## config.mk

```make
export PLATFORM = sky130hd
export DESIGN_NAME = gab_bank
export DESIGN_NICKNAME = d
export VERILOG_FILES = /design/src/glyph_alpha_blit_with_underline_assert.svh /design/src/gab_bank.sv
export SDC_FILE = /design/constraint.sdc
export NUM_CORES = 2
export LEC_CHECK = 0
export BUFFER_PORTS_ARGS = -buffer_cell sky130_fd_sc_hd__buf_2
export CORE_UTILIZATION = 30
export DETAILED_ROUTE_END_ITERATION = 8
export GPL_ROUTABILITY_DRIVEN = 0
export GPL_TIMING_DRIVEN = 0
export PLACE_DENSITY = 0.54
export SLEW_MARGIN = 10
export SYNTH_ARGS = -nofsm -noshare
export SYNTH_HDL_FRONTEND = slang
export SYNTH_SLANG_ARGS = --single-unit
```

## constraint.sdc

```tcl
create_clock -name clk -period 3.8 [get_ports clk]
set_clock_uncertainty 0.2 [all_clocks]
set_input_delay 0.38 -clock clk [delete_from_list [all_inputs] [get_ports clk]]
set_output_delay 0.38 -clock clk [all_outputs]
set_load 0.05 [all_outputs]
```

## src/glyph_alpha_blit_with_underline_assert.svh

```systemverilog
// Assertion macros for the glyph alpha blit block.
// Expects clk and arst_n in the scope of the module that uses them.
`ifndef GLYPH_ALPHA_BLIT_WITH_UNDERLINE_ASSERT_SVH
`define GLYPH_ALPHA_BLIT_WITH_UNDERLINE_ASSERT_SVH

// same-cycle implication
`define GAB_ASSERT_IMPLY(lbl, ante, cons) \
	lbl: assert property (@(posedge clk) disable iff (!arst_n) (ante) |-> (cons)) \
		else $error("gab: implication failed");

// next-cycle implication
`define GAB_ASSERT_NEXT(lbl, ante, cons) \
	lbl: assert property (@(posedge clk) disable iff (!arst_n) (ante) |=> (cons)) \
		else $error("gab: next-cycle check failed");

`endif

```

## src/gab_bank.sv

```systemverilog
// One bank of the cell store: one write and one registered read per cycle.
// No package dependencies.
`default_nettype none

module gab_bank #(
	parameter int DEPTH = 512,
	parameter int IDX_W = 9
) (
	input  logic             clk,
	input  logic             wr_en,
	input  logic [IDX_W-1:0] wr_idx,
	input  logic [7:0]       wr_data,
	input  logic             rd_en,
	input  logic [IDX_W-1:0] rd_idx,
	output logic [7:0]       rd_data
);

	logic [7:0] mem [DEPTH];

	always_ff @(posedge clk) begin
		if (wr_en) begin
			mem[wr_idx] <= wr_data;
		end
		if (rd_en) begin
			rd_data <= mem[rd_idx];
		end
	end

endmodule

`default_nettype wire

```

==> run metrics <==
outcome finished, violations left; failing checks design-rule violations, negative setup slack; drt drc 11; vias in the first global route approximately 87000; Fillers approximately 49000; met2 usage 0.335; Syn Inst Count approximately 8000; worst hold slack 0.0620 ns; CTS Sinks 4104; critical path endpoint category register; yosys warns 0; commonest cells after routing, fill and taps aside edfxtp_1 (4104), mux2i_1 (797), mux4_2 (654); area grow syn2layout 16.4%; grt peak-use layer met2; Overall Power between 90 and 100 mW; distinct cell type count after synthesis 50; Num CTS Buffers 427; HP Class in -> reg; DR vias just over 90000; Clock power frac 0.425; post-synth top area share 0.770; Relative slew margins 0.0252; Final Max Slew Viols 0; Core ar. 0.530 sq mm; initial core utilization 0.302; die outline width 732 um; VDD IR max 0.442 mV; switching power 23.1 mW; Yosys reg bits just over 4000; Cell Int Power 74.9 mW; Clock Root Buffer clkbuf_16; GR Layer Usage met3 0.0771; Top cell by count, worst path buf_2; crit-path cells buf_2 > buf_2 > nor2b_2 > and2_1 > clkdlybuf4s15_1 > o21ai_0 > nand4_1 > nand2_1 > o2111a_1; min Tclk post-route 4.14 ns; Final Setup Violations 8; Post-DRT Antenna Nets 0; H-tree depth 5; I/O Buffers 32; Comb pwr share 0.066; postcts setup bufs 0; WL final 626000 um; Synthesized Nets 8059; initial DRC count 15800; fin nets 8644; CP Class in -> reg; Die ar. around 0.54 sq mm; Max clock buf depth 4; io pins 37; slowest cell on the critical path clkdlybuf4s15_1; first-pass GRT wire length roughly 810000 um; most common cell after layout, fill and taps aside edfxtp_1; P_leak 58.3 nW; Final Hold Viols 0; CTS tree done; Final Worst Setup Slack -0.338 ns; layout cells sized above 1 0.207; f_max 0.242 GHz; PwrDens 526 mW/mm^2; global router's overall resource usage 0.225; CP max stage delay 0.76 ns; final global-route overflow total 0; Worst-Margin Slew around 1.5 ns; sequential power share 0.509; Synth area leader edfxtp_1; syn_area_per_cell 19.9 sq um; DIE HEIGHT between 700 and 800 um; CP Max Fanout 11; initial antenna violation count 98; Sw Ratio 0.236; top post-synthesis cells by area edfxtp_1 (77%), mux4_2 (9.2%), mux2i_1 (5.0%), o221ai_1 (2.0%), nor2_1 (1.4%); Worst EP required about 4.3 ns; number of iterations in the first detailed-routing pass 8; DR vias/cell 5.75; routed wire length per instance between 30 and 40 um; Mapped Area 0.160 sq mm; M1 GR Usage 0.280; DP HPWL 445000 um; sequential share of the synthesized area 0.770; Max-Cap Viols 0; Cell Rows 267; period utilisation layout 1.09; largest net degree at the start of global routing 137; flop-to-flop setup slack 0.24 ns; startpoint type of the worst setup path input pin; clk_lat worst skew 1.07 ns; Critical Path AT 4.65 ns; Setup TNS -2.22 ns; clock-pin slew on the worst setup and hold paths 0.06 ns
registers in the layout (all words and copies together) (netlist names):
signal   flops
mem       4096
rd_data      8
repair_timing:
action | CTS | global route
endpoints found under the hold margin | 1030 | 0
setup endpoints to repair | 8 | 8
cloned | 0 | 0
resized for setup | 121 | 54
hold buffers | 16 | 0
pin swaps | 2 | 3
metrics by stage:
stage | setup WS (ns) | area [sq um] | utilization | instances
after global routing | -0.00180 | 186000 | 0.351 | 16000
final | -0.338 | 186000 | 0.352 | 16000
after detailed placement | -2.09 | 172000 | 0.324 | 15200
after floorplan | 1.11 | 160000 | - | 8030
after CTS | 0.0121 | 186000 | 0.351 | 16000
after global placement | -5.93 | 169000 | 0.319 | 15100
cells in the mapped netlist, drive strengths merged:
| cell type | count |
|---|---|
| a21oi | 194 |
| and3b | 4 |
| and2 | 20 |
| nand3 | 36 |
| o31ai | 13 |
| o311a | 1 |
| inv | 3 |
| mux4 | 654 |
| a221oi | 1 |
| or2 | 5 |
| o2111a | 8 |
| or3 | 6 |
| nor3b | 8 |
| nor3 | 109 |
| and3 | 4 |
| nor4b | 1 |
| nand4 | 32 |
| nor2 | 597 |
| mux2i | 797 |
| nand3b | 1 |
| o22a | 3 |
| a31oi | 2 |
| o311ai | 6 |
| edfxtp | 4104 |
| nand2 | 111 |
| o211ai | 2 |
| a22oi | 61 |
| a211o | 2 |
| a211oi | 17 |
| buf | 248 |
| o21ai | 119 |
| nor2b | 6 |
| o221ai | 372 |
| a2111oi | 3 |
| nor4 | 36 |
| o22ai | 163 |
| o41ai | 7 |
| nand2b | 4 |
| clkbuf | 265 |
| a22o | 5 |
kinds of logic (layout without fill, tap and decap cells):
kind of cell,Yosys count,in the layout,synth area share
flops,4104,4104,0.770
mux,1451,1451,0.142
simple gates,980,980,0.0263
compound gates,979,979,0.0431
buf+inv,516,1463,0.0185
other cells,0,55,0
worst max-delay path, delay by kind of cell:
| family | cells | cell delay, ns |
|---|---|---|
| compound gates | 2 | 1.02 |
| buf+inv | 3 | 1.26 |
| simple gates | 4 | 1.94 |
power groups by stage:
stage / clock, mW / combinational, mW / sequential, mW
detailed placement: 0 / 6.12 / 50.8
finish: 41.6 / 6.45 / 49.9
global route: 43.3 / 6.35 / 49.9
floorplan: 0 / 2.37 / 50.9
CTS: 41.6 / 6.18 / 49.9
global placement: 0 / 5.79 / 51.3
final timing paths:
kind	start	endpoint	depth (start not counted)
worst min-delay path	rd_en	rd_data[0]$_DFFE_PP_	2
worst max register to register	mem[59][7]$_DFFE_PP_	rd_data[7]$_DFFE_PP_	7
worst max-delay path	rd_idx[5]	rd_data[4]$_DFFE_PP_	9
worst min register to register	mem[272][6]$_DFFE_PP_	rd_data[6]$_DFFE_PP_	6
cell type report:
cell class | count | area (sq um) | share of cell area
flip-flops and latches | 4104 | 123000 | 0.662
multi-input cells | 3410 | 34200 | 0.184
clock buffers | 513 | 11000 | 0.0591
well taps | 6994 | 8750 | 0.0470
plain buffers | 513 | 3330 | 0.0179
repair buffers | 156 | 2910 | 0.0156
clock inverters | 278 | 2700 | 0.0145
diodes | 55 | 138 | 0.000739
inverters | 3 | 11.3 | 0.0000604
layer usage:
metal,wire length [um],share of wire
met1,222000,0.36
met2,272000,0.43
met3,82900,0.13
met4,47900,0.077
met5,478,0.00076
Power figures use the tool's default switching activity.
