**src/glyph_alpha_blit_with_underline_assert.svh**
```systemverilog
// Assertion macros for the glyph alpha blit block.
// Expects clk and arst_n in the scope of the module that uses them.
`ifndef GLYPH_ALPHA_BLIT_WITH_UNDERLINE_ASSERT_SVH
`define GLYPH_ALPHA_BLIT_WITH_UNDERLINE_ASSERT_SVH

// same-cycle implication
`define GAB_ASSERT_IMPLY(lbl, ante, cons) \
	lbl: assert property (@(posedge clk) disable iff (!arst_n) (ante) |-> (cons)) \
		else $error("gab: implication failed");

// next-cycle implication
`define GAB_ASSERT_NEXT(lbl, ante, cons) \
	lbl: assert property (@(posedge clk) disable iff (!arst_n) (ante) |=> (cons)) \
		else $error("gab: next-cycle check failed");

`endif

```
**src/gab_pkg.sv**
```systemverilog
// Shared types and constants for the glyph alpha blit block.
// No dependencies.
`default_nettype none

package gab_pkg;

	localparam int LANES      = 8;
	localparam int LANE_IDX_W = 3;
	localparam int PROD_W     = 14;
	localparam int BASE_W     = 15;
	localparam int CFG_IDX_W  = 3;
	localparam int CFG_DATA_W = 8;

	localparam logic [1:0] MODE_START  = 2'd0;
	localparam logic [1:0] MODE_BYTE   = 2'd1;
	localparam logic [1:0] MODE_FINISH = 2'd2;
	localparam logic [1:0] MODE_READ   = 2'd3;

	localparam logic [1:0] FMT_MONO = 2'd0;
	localparam logic [1:0] FMT_GRAY = 2'd1;

	localparam logic [CFG_IDX_W-1:0] REG_CELL_W   = 3'd0;
	localparam logic [CFG_IDX_W-1:0] REG_CELL_H   = 3'd1;
	localparam logic [CFG_IDX_W-1:0] REG_BASELINE = 3'd2;
	localparam logic [CFG_IDX_W-1:0] REG_UL_OFS   = 3'd3;
	localparam logic [CFG_IDX_W-1:0] REG_UL_ROWS  = 3'd4;
	localparam logic [CFG_IDX_W-1:0] REG_UL_ON    = 3'd5;

	localparam logic [7:0] ALPHA_FULL = 8'hFF;
	localparam logic [7:0] ALPHA_NONE = 8'h00;

	typedef struct packed {
		logic [1:0]         mode;
		logic [7:0]         glyph_width;
		logic [7:0]         glyph_rows;
		logic signed [15:0] bearing_x;
		logic signed [15:0] bearing_y;
		logic [1:0]         pixel_format;
		logic [7:0]         src_row;
		logic [7:0]         src_col;
		logic [7:0]         src_byte;
		logic [5:0]         read_x;
		logic [5:0]         read_y;
	} item_t;

	typedef struct packed {
		logic       en;
		logic [7:0] data;
	} lane_t;

endpackage

`default_nettype wire

```
**src/gab_merge.sv**
```systemverilog
// Routes the eight lanes, or the clearing or underline sweep, onto the eight store banks.
// Depends on gab_pkg.
`default_nettype none

module gab_merge import gab_pkg::*; #(
	parameter int IDX_W  = 9,
	parameter int SPAN_W = 13
) (
	input  logic [BASE_W-1:0] base,
	input  lane_t             lanes [LANES],
	input  logic              go,
	input  logic              sweep_on,
	input  logic [IDX_W-1:0]  sweep_idx,
	input  logic [SPAN_W-1:0] sweep_lo,
	input  logic [SPAN_W-1:0] sweep_hi,
	input  logic              sweep_fill,
	output logic              wr_en   [LANES],
	output logic [IDX_W-1:0]  wr_idx  [LANES],
	output logic [7:0]        wr_data [LANES]
);

	for (genvar j = 0; j < LANES; j++) begin : g_bank
		logic [LANE_IDX_W-1:0] off;
		logic [BASE_W:0]       addr;
		logic [31:0]           saddr;

		always_comb begin
			off   = LANE_IDX_W'(j) - base[LANE_IDX_W-1:0];
			addr  = {1'b0, base} + {{(BASE_W+1-LANE_IDX_W){1'b0}}, off};
			saddr = {sweep_idx, LANE_IDX_W'(j)};
			if (sweep_on) begin
				wr_en[j]   = (saddr >= 32'(sweep_lo)) && (saddr < 32'(sweep_hi));
				wr_idx[j]  = sweep_idx;
				wr_data[j] = sweep_fill ? ALPHA_FULL : ALPHA_NONE;
			end else begin
				wr_en[j]   = go && lanes[off].en;
				wr_idx[j]  = IDX_W'(addr >> LANE_IDX_W);
				wr_data[j] = lanes[off].data;
			end
		end
	end

endmodule

`default_nettype wire

```
**config.mk**
```make
export PLATFORM = sky130hd
export DESIGN_NAME = gab_merge
export DESIGN_NICKNAME = d
export VERILOG_FILES = /design/src/glyph_alpha_blit_with_underline_assert.svh /design/src/gab_pkg.sv /design/src/gab_merge.sv
export SDC_FILE = /design/constraint.sdc
export NUM_CORES = 1
export LEC_CHECK = 0
export ABC_AREA = 1
export BUFFER_PORTS_ARGS = -buffer_cell sky130_fd_sc_hd__buf_2
export CAP_MARGIN = 20
export CORE_MARGIN = 4
export CORE_UTILIZATION = 44
export DETAILED_ROUTE_END_ITERATION = 8
export PLACE_DENSITY = 0.81
export REMOVE_ABC_BUFFERS = 1
export SLEW_MARGIN = 5
export SYNTH_ARGS = -nofsm -noshare
export SYNTH_HDL_FRONTEND = slang
export SYNTH_SLANG_ARGS = --single-unit
```
**constraint.sdc**
```tcl
create_clock -name vclk -period 3
set_input_delay 0.6 -clock vclk [all_inputs]
set_output_delay 0.6 -clock vclk [all_outputs]
set_load 0.005 [all_outputs]
```
==> impl_results.md <==
- Outcome: finished, final reports clean
- Final non-filler cell total: 1558
- Post-route DRC: 0
- GRT overflow: 0
- Routability Congestion: 0.937
- Final Max Slew Viols: 0
- Pwr dens: 188 mW/mm^2
- Worst min-delay path class: primary input to primary output
- Post-synthesis simple-gate area fraction: 0.583
- Critical Path AT: 2.28 ns
- CP max stage delay: ~0.33 ns
- Nets: ~1600
- Unrepaired setup endpoints after global routing: false
- Dpl cell area: just under 0.007 mm^2
- Xor/xnor share of the synthesized area: 0
- Vias in the first global route: 7348
- DRT antenna net count: 0
- Register area share after synthesis: 0
- Crit-path cells: buf_2 -> inv_1 -> ha_1 -> inv_1 -> ha_1 -> clkinv_1 -> nand2_1 -> nand3_1 -> nand2_1 -> buf_2
- Crit Path Class: primary input to primary output
- Setup Buffers After CTS: 0
- Die Height: 117 um
- Final Cycle Share: 0.960
- Vias per cell: 5.38
- Rows: 39
- PortBufs: 266
- Critical Path RT: 2.40 ns
- Sequential cell count: 0
- Fin. Hold Viols: 0
- Core Region: 0.0116 mm^2
- Final Cell Area: slightly below 0.007 mm^2
- Synth Warn #: 0
- Max Cap Viol: 0
- Fmax: 0.347 GHz
- Setup violators final: 0
- First-pass GRT wire length: 35200 um
- Slew margin rel.: 0.571
- Final core occ: 0.596
- Antenna violations before repair: 2
- DR pass1 iterations: 6
- Io pins: 269
- Via count: about 8400
- Routed wire length: 22000 um
- Slew @ Worst Pin: 0.640 ns
- Power after layout: roughly 1.3 mW
- Synth area leaders: nand2_1, nand3_1, o21ai_0
- Synth Cell Area: 0.00526 mm^2
- Top post-synthesis cells by count: nand2_1, inv_1, nand3_1
- Die footprint: between 0.01 and 0.015 mm^2
- Final min period: between 2 and 3 ns
- Post-CTS Resized: 0
- Width of the die: 117 um
- Max IR drop VDD: around 0.097 mV
- DP Cell Count: 1556
- Synth unique cells: 30
- Seq. cell area: 0 um^2
- DR WL/cell: approximately 14 um
- Mux contribution to synthesized area: 0
- CP Launch Type: primary input
- Mapped Cells: 1160
- Layout cell share with drive strength beyond 1: 0.252
- Post-synthesis adder-cell area fraction: 0.0856
- DP HPWL: 17900 um
- Largest family of logic cells by synthesized area: simple AND/OR/NAND/NOR gates
- Synth top area share: 0.398
- Initial drt markers: 848
- Syn_area_per_cell: 4.54 um^2
- Largest area contributor in the netlist: nand2_1
- Count leader, synth: nand2_1
- Synthesis-to-finish area growth: 30.9%
- Largest net degree at the start of global routing: 57
- CP Capture Type: primary output
- CP max FO: 9
- Complex-gate fraction of the synthesized area: 0.200
- Clk_buf instances: 0
- GR Util All Layers: 0.296
- Initial Util: 0.455
- Slowest CP cell: clkinv_1
- Static Leak: roughly 4.2 nW
- Hold Buf Count CTS: 0
-- worst paths after layout --
path                     end     from  cells past startpoint  slack (ns)
setup / recovery    wr_en[7]  base[1]                     10        0.12
hold / removal    wr_idx[39]  base[6]                      3        1.54
-- cell families after synthesis --
logic type | after synthesis
adders and majority gates | 36
buffers and inverters | 172
and+or+nand+nor | 749
AOI/OAI and AO/OA | 203
-- stage by stage --
step | hold WS [ns] | TNS (ns) | setup WS (ns)
after detailed placement | 1.53 | 0 | 0.111
final | 1.54 | 0 | 0.119
after floorplan | 1.25 | -20.54 | -0.697
after global placement | 1.53 | 0 | 0.152
after CTS | 1.53 | 0 | 0.103
after global routing | 1.56 | 0 | 0.00607
-- where the power goes --
| group | leakage [nW] | switching (mW) | internal [mW] | total (mW) |
|---|---|---|---|---|
| registers | 0 | 0 | 0 | 0 |
| logic | 4.23 | 0.790 | 0.504 | 1.29 |
| clock network | 0.0000127 | 0 | 0.0000000892 | 0.0000000892 |
| total | 4.23 | 0.790 | 0.504 | 1.29 |
-- final cells by class --
type,count,area [um^2]
Multi-Input combinational cell,988,4590
Antenna cell,2,5.00
Inverter,116,438
Timing Repair Buffer,309,1680
Tap cell,143,179
Fill cell,1262,4670
-- routing by layer --
layer  GRT usage  wire length (um)
met1       0.367              8840
met2       0.509              9920
met3      0.0414              2170
met4       0.132              1060
met5           0                 0
-- layout by cell type (no fill, tap or decap), types with 2 or more instances in the layout --
master / count
nor2_2: 2
buf_2: 266
nor2_1: 38
ha_1: 35
o22ai_1: 6
nand2_2: 4
or2_2: 33
diode_2: 2
o211ai_1: 2
o21ai_1: 72
nand2_1: 556
o31ai_1: 2
a22oi_1: 3
clkinv_1: 6
inv_1: 105
o311ai_0: 2
nand3_1: 100
buf_4: 41
buf_12: 2
inv_2: 4
nand4_1: 6
o21ai_0: 94
a21oi_1: 19
a31oi_1: 2
nor3_1: 7
-- critical path: cells and delay by family --
family | cells | cell delay [ns]
buffers and inverters | 5 | 0.79
and+or+nand+nor | 3 | 0.38
adders and majority gates | 2 | 0.50
No activity file was read; power rests on OpenSTA's default activity.
