`src/glyph_alpha_blit_with_underline_assert.svh`:
```
// Assertion macros for the glyph alpha blit block.
// Expects clk and arst_n in the scope of the module that uses them.
`ifndef GLYPH_ALPHA_BLIT_WITH_UNDERLINE_ASSERT_SVH
`define GLYPH_ALPHA_BLIT_WITH_UNDERLINE_ASSERT_SVH

// same-cycle implication
`define GAB_ASSERT_IMPLY(lbl, ante, cons) \
	lbl: assert property (@(posedge clk) disable iff (!arst_n) (ante) |-> (cons)) \
		else $error("gab: implication failed");

// next-cycle implication
`define GAB_ASSERT_NEXT(lbl, ante, cons) \
	lbl: assert property (@(posedge clk) disable iff (!arst_n) (ante) |=> (cons)) \
		else $error("gab: next-cycle check failed");

`endif

```
`src/gab_pkg.sv`:
```
// Shared types and constants for the glyph alpha blit block.
// No dependencies.
`default_nettype none

package gab_pkg;

	localparam int LANES      = 8;
	localparam int LANE_IDX_W = 3;
	localparam int PROD_W     = 14;
	localparam int BASE_W     = 15;
	localparam int CFG_IDX_W  = 3;
	localparam int CFG_DATA_W = 8;

	localparam logic [1:0] MODE_START  = 2'd0;
	localparam logic [1:0] MODE_BYTE   = 2'd1;
	localparam logic [1:0] MODE_FINISH = 2'd2;
	localparam logic [1:0] MODE_READ   = 2'd3;

	localparam logic [1:0] FMT_MONO = 2'd0;
	localparam logic [1:0] FMT_GRAY = 2'd1;

	localparam logic [CFG_IDX_W-1:0] REG_CELL_W   = 3'd0;
	localparam logic [CFG_IDX_W-1:0] REG_CELL_H   = 3'd1;
	localparam logic [CFG_IDX_W-1:0] REG_BASELINE = 3'd2;
	localparam logic [CFG_IDX_W-1:0] REG_UL_OFS   = 3'd3;
	localparam logic [CFG_IDX_W-1:0] REG_UL_ROWS  = 3'd4;
	localparam logic [CFG_IDX_W-1:0] REG_UL_ON    = 3'd5;

	localparam logic [7:0] ALPHA_FULL = 8'hFF;
	localparam logic [7:0] ALPHA_NONE = 8'h00;

	typedef struct packed {
		logic [1:0]         mode;
		logic [7:0]         glyph_width;
		logic [7:0]         glyph_rows;
		logic signed [15:0] bearing_x;
		logic signed [15:0] bearing_y;
		logic [1:0]         pixel_format;
		logic [7:0]         src_row;
		logic [7:0]         src_col;
		logic [7:0]         src_byte;
		logic [5:0]         read_x;
		logic [5:0]         read_y;
	} item_t;

	typedef struct packed {
		logic       en;
		logic [7:0] data;
	} lane_t;

endpackage

`default_nettype wire

```
`src/gab_lane.sv`:
```
// One pixel lane: source-width and cell clipping for a single pixel of a beat.
// Depends on gab_pkg.
`default_nettype none

module gab_lane import gab_pkg::*; (
	input  logic        fmt_ok,
	input  logic        mono,
	input  logic        row_ok,
	input  logic [10:0] sx,
	input  logic [7:0]  lat_width,
	input  logic [8:0]  px,
	input  logic [6:0]  eff_w,
	input  logic        sbit,
	input  logic [7:0]  sbyte,
	output lane_t       lane
);

	logic [11:0] col;

	always_comb begin
		col       = {1'b0, sx} + {3'b000, px};
		lane.en   = fmt_ok && row_ok && (sx < {3'b000, lat_width}) && (col < {5'b0, eff_w});
		lane.data = mono ? (sbit ? ALPHA_FULL : ALPHA_NONE) : sbyte;
	end

endmodule

`default_nettype wire

```
`config.mk`:
```
export PLATFORM = sky130hd
export DESIGN_NAME = gab_lane
export DESIGN_NICKNAME = d
export VERILOG_FILES = /design/src/glyph_alpha_blit_with_underline_assert.svh /design/src/gab_pkg.sv /design/src/gab_lane.sv
export SDC_FILE = /design/constraint.sdc
export NUM_CORES = 1
export LEC_CHECK = 0
export BUFFER_PORTS_ARGS = -buffer_cell sky130_fd_sc_hd__buf_2
export CAP_MARGIN = 20
export CORE_MARGIN = 2
export CORE_UTILIZATION = 44
export DETAILED_ROUTE_END_ITERATION = 6
export PLACE_DENSITY = 0.94
export SYNTH_ARGS = -nofsm -noshare
export SYNTH_HDL_FRONTEND = slang
export SYNTH_SLANG_ARGS = --single-unit
```
`constraint.sdc`:
```
create_clock -name vclk -period 2.6
set_clock_uncertainty 0.15 [all_clocks]
set_input_delay 0 -clock vclk [all_inputs]
set_output_delay 0 -clock vclk [all_outputs]
set_load 0.01 [all_outputs]
```
==> flow_metrics.py, run 1 <==
metrics = {
    "run_status": {
        "status": "completed",
    },
    "routing": {
        "initialDrtViolationCount": 19,
        "dr.pass1.iters": 5,
        "ant_nets": 0,
        "routedWlPerCell_um": 12.1,
        "viasPerCell": 5.07,
        "totalWireLength_um": 2370,
        "drc": 0,
        "vias": 994,
    },
    "place": {
        "post-dp-hpwl_um": 2050,
        "port-buffer-count": 56,
        "gp_congestion": 0.813,
        "placed_cell_area_um2": 1130,
    },
    "timing": {
        "clock.fmax_mhz": 405,
        "worstMarginPinSlew_ns": 0.512,
        "hold_violations": 0,
        "fin_crit_ns": 2.47,
        "timing.final.crit_share_pct": 95.1,
        "maxSlewHeadroom_pct": 65.4,
        "rsz0062_at_grt": "false",
        "setup-tns-final_ns": 0,
        "hold_slack_ns": 0.171,
        "slew_violations": 0,
        "setup_viol": 0,
    },
    "floorplan": {
        "io_pins": 56,
        "die_area_um2": 2190,
        "die_h_um": 46.8,
        "chipWidth_um": 46.8,
        "rows": 15,
        "start_util_pct": 46.7,
        "core_um2": 1730,
    },
    "grt": {
        "antenna_found_initial": 0,
        "grt.total_usage_pct": 22.2,
        "grt_max_degree": 10,
        "grt_overflow": 0,
        "grt_pass1_wl_um": 3680,
        "grt_pass1_vias": 860,
    },
    "yosys": {
        "ys_seq_area_share_pct": 0,
        "synthTopCellsByArea": "ha_1, inv_1, o21ai_0, a21oi_1, xnor2_1",
        "synth_area_um2": 807,
        "synth_cells": 112,
        "avgSynthCellArea_um2": 7.21,
        "ys_warn_count": 0,
        "netlist.area_leader.share_pct": 34.1,
        "synth.largest_area_cell": "ha_1",
        "syn-num-nets": 182,
        "ys_types": 30,
    },
    "cells_and_area": {
        "n_clock_buffer": 0,
        "mostFrequentLayoutCells": "buf_2, inv_1, ha_1",
        "final_common_cell": "buf_2",
        "postLayoutCoreUtil_pct": 68.6,
        "regArea_um2": 0,
        "insertedDiodeCount": 0,
        "finalNetCount": 243,
        "flops_and_latches": 0,
        "drive_gt1_share_pct": 41.5,
        "final_cell_area_um2": 1180,
        "area_delta_synth_final_pct": 46.7,
    },
    "critical_path": {
        "crit_path_max_fanout": 2,
        "worstPathArrival_ns": 2.32,
        "critPathRequiredTime_ns": 2.45,
        "worstSetupPathType": "input port to output pin",
        "end_kind": "output pin",
        "critPathLaunchType": "input port",
    },
    "min_path": {
        "min_to": "lane[7]",
        "hold_start": "sbyte[7]",
        "worstHoldPathCells": 4,
        "hold_path.class": "input port to output pin",
    },
    "run": {
        "drv_cap": 0,
    },
    "power": {
        "irDropWorstVdd_v": 0.000105,
        "leakagePower_nw": 0.681,
        "powerDensity_nw_per_um2": 205,
        "p_total_mw": 0.243,
    },
    "clock_tree": {
        "holdBufCountCts": 0,
    },
}
## how the worst max path moves through the flow
| stage | from | endpoint | cells past startpoint |
|---|---|---|---|
| 2_1_floorplan | sx[0] | lane[8] | 12 |
| 3_3_place_gp | sx[0] | lane[8] | 14 |
| 3_5_place_dp | sx[0] | lane[8] | 14 |
| 4_1_cts | sx[0] | lane[8] | 14 |
| 5_1_grt | sx[0] | lane[8] | 14 |
| 6_report | sx[0] | lane[8] | 14 |
## synthesized netlist by cell type, types with 2 or more instances
cell type / n
ha_1: 22
o21ai_0: 11
nor2_1: 2
nand2_1: 8
nor2b_1: 2
a21o_1: 2
nand3_1: 2
o211ai_1: 2
or3_1: 3
nand3b_1: 2
xor2_1: 3
inv_1: 23
xnor2_1: 5
a21oi_1: 9
## layout make-up
class | count | area (um^2)
inverter | 23 | 86.3
multi-input combinational | 89 | 751
fill | 144 | 543
tap | 25 | 31.3
timing repair buffer | 59 | 315
## kinds of logic (layout without fill, tap and decap cells)
group	Yosys count	in the layout	synth area share [%]
fa+ha+maj	23	23	36.6
buf+inv	23	82	10.7
simple gates	25	25	17.8
compound gates	33	33	26.2
xor+xnor	8	8	8.68
## metal layers
| metal | part of all wire, % | GRT usage (%) |
|---|---|---|
| met5 | 0 | 0 |
| met4 | 0.97 | 1.11 |
| met3 | 5.1 | 0.769 |
| met2 | 51 | 38.9 |
| met1 | 43 | 31.7 |
## per-stage QoR
stage          cells  setup WS, ns
3_3_place_gp     195        0.0714
5_1_grt          196       0.00567
2_1_floorplan    112         0.248
3_5_place_dp     195        -0.130
4_1_cts          195        0.0445
6_report         196         0.128
## worst max-delay path, cell delays in order
cell and delay [ns]:
buf_6 0.10, ha_4 0.16, fa_2 0.37, a21oi_2 0.19
o22ai_2 0.10, nor2_1 0.14, xnor2_1 0.15, ha_1 0.27
nand2_1 0.06, nand4_1 0.10, a211oi_2 0.24, o211ai_1 0.13
nor4_2 0.13, buf_2 0.16
## repair_timing
| action | CTS | global route |
|---|---|---|
| gates cloned | 0 | 0 |
| gates resized for setup | 3 | 6 |
| pin swaps | 1 | 12 |
| setup endpoints to repair | 1 | 1 |
| setup buffers | 0 | 1 |
| endpoints found under the hold margin | 0 | 0 |
## report_power, final
group          total [mW]  switching, mW  internal (mW)
logic               0.243          0.123          0.120
registers               0              0              0
clock network           0              0              0
(Power assumes the default switching activity.)
==> run 2: changes to the inputs <==
==> constraint.sdc (replaced) <==
create_clock -name vclk -period 2.49
set_clock_uncertainty 0.15 [all_clocks]
set_input_delay 0 -clock vclk [all_inputs]
set_output_delay 0 -clock vclk [all_outputs]
set_load 0.01 [all_outputs]
==> run 2 against run 1 <==
The flow now finishes with violations (setup timing). Via count is 3.5% higher. Core utilization is 1.4 points higher. First-iteration DRC count increased by 47%. Sequential share of layout area unchanged. Critical path depth is the same. Non-clock buffer count up 1. Cell count rose by 0.51%. Critical endpoint unchanged.
==> flow_metrics.py, run 2 (same netlist as run 1, synthesis figures left out) <==
metrics = {
    "power": {
        "irDropWorstVdd_v": 0.000118,
        "swShare_pct": 51.2,
        "p_int_mw": 0.131,
        "combPwrFrac_pct": 100.0,
        "p_sw_mw": 0.138,
        "powerDensity_nw_per_um2": 223,
        "seqPwrFrac_pct": 0,
        "clkPwrFrac_pct": 0,
        "leakagePower_nw": 0.692,
    },
    "cells_and_area": {
        "final_common_cell": "buf_2",
        "finalNetCount": 244,
        "mostFrequentLayoutCells": "buf_2, inv_1, ha_1",
        "n_clock_buffer": 0,
        "flops_and_latches": 0,
        "area_delta_synth_final_pct": 49.8,
        "drive_gt1_share_pct": 43.6,
        "regArea_um2": 0,
        "fillers": 144,
        "post_layout_nonfiller_instances": 197,
        "final_cell_area_um2": 1210,
        "insertedDiodeCount": 0,
    },
    "routing": {
        "ant_nets": 0,
        "vias": 1029,
        "dr.pass1.iters": 4,
        "routedWlPerCell_um": 13.5,
        "drc": 0,
        "viasPerCell": 5.22,
        "initialDrtViolationCount": 28,
        "totalWireLength_um": 2670,
    },
    "floorplan": {
        "die_h_um": 46.8,
        "io_pins": 56,
        "core_um2": 1730,
        "rows": 15,
        "start_util_pct": 46.7,
        "chipWidth_um": 46.8,
        "die_area_um2": 2190,
    },
    "grt": {
        "grt_pass1_vias": 906,
        "grt_max_degree": 10,
        "grt.total_usage_pct": 22.1,
        "grt_overflow": 0,
        "grt_pass1_wl_um": 3700,
        "antenna_found_initial": 0,
    },
    "critical_path": {
        "critPathLaunch": "sx[0]",
        "crit_path_max_fanout": 2,
        "worstSetupPathType": "input port to output pin",
        "crit_end": "lane[8]",
        "critPathRequiredTime_ns": 2.34,
        "critPathLaunchType": "input port",
        "end_kind": "output pin",
        "worstPathArrival_ns": 2.39,
    },
    "timing": {
        "setup-tns-final_ns": -0.0549,
        "timing.final.crit_share_pct": 102,
        "fin_crit_ns": 2.54,
        "hold_violations": 0,
        "worstMarginPinSlew_ns": 0.491,
        "worst_slack_ns": -0.0549,
        "clock.fmax_mhz": 393,
        "maxSlewHeadroom_pct": 66.8,
        "setup_viol": 1,
        "slew_violations": 0,
        "rsz0062_at_grt": "true",
    },
    "place": {
        "dpl_worst_slack_ns": -0.185,
        "placed_cell_area_um2": 1130,
        "port-buffer-count": 56,
        "post-dp-hpwl_um": 2060,
        "numPlacedInstances": 195,
        "gp_congestion": 0.813,
    },
    "min_path": {
        "hold_start": "sbyte[3]",
        "hold_path.class": "input port to output pin",
    },
    "run": {
        "drv_cap": 0,
    },
    "run_status": {
        "status": "finished with violations",
        "violations": "setup timing",
    },
}
[run 2: critical path, cell delays in order]
cell and delay, ns:
buf_8 0.10, ha_4 0.15, fa_2 0.36, a21oi_2 0.19, o22ai_2 0.10, nor2_1 0.15, xnor2_1 0.15, ha_1 0.27
nand2_1 0.07, nand4_1 0.10, a211oi_2 0.24, o211ai_1 0.13, nor4_2 0.21, buf_2 0.16
[run 2: area by class of cell]
type                       count  area (um^2)  share of cell area, %
inverter                      23         86.3                   7.14
multi-input combinational     89          764                   63.3
tap                           25         31.3                   2.59
timing repair buffer          60          327                   27.0
[run 2: stage by stage]
step	hold slack (ns)	utilization, %	power (mW)
floorplan	-0.0365	-	0.153
global placement	0.164	65.7	0.223
detailed placement	0.168	65.7	0.239
CTS	0.170	66.8	0.246
global route	0.192	70.0	0.299
finish	0.171	70.0	0.269
[run 2: power groups by stage]
stage	clock [mW]	combinational, mW	sequential, mW
after floorplan	0	0.153	0
after global placement	0	0.223	0
after detailed placement	0	0.239	0
after CTS	0	0.246	0
after global routing	0	0.299	0
final	0	0.269	0
[run 2: worst min-delay path by stage]
stage | endpoint | depth (start not counted)
4_1_cts | lane[3] | 4
3_5_place_dp | lane[1] | 4
3_3_place_gp | lane[7] | 4
2_1_floorplan | lane[6] | 1
5_1_grt | lane[7] | 4
6_report | lane[3] | 4
[run 2: repair_timing]
item                       CTS  global route
hold buffers                 0             0
pin swaps                    9            12
setup endpoints to repair    1             1
gates resized for setup      5             8
setup buffers                0             2
[run 2: routing by layer]
metal	vias to the layer above	routed length (um)	GRT usage [%]	part of all wire, %
met5	-	0	0	0
li1	513	-	-	-
met2	52	1340	40.0	50
met4	0	63	2.78	2.4
met1	456	1120	30.1	42
met3	8	138	0.385	5.2
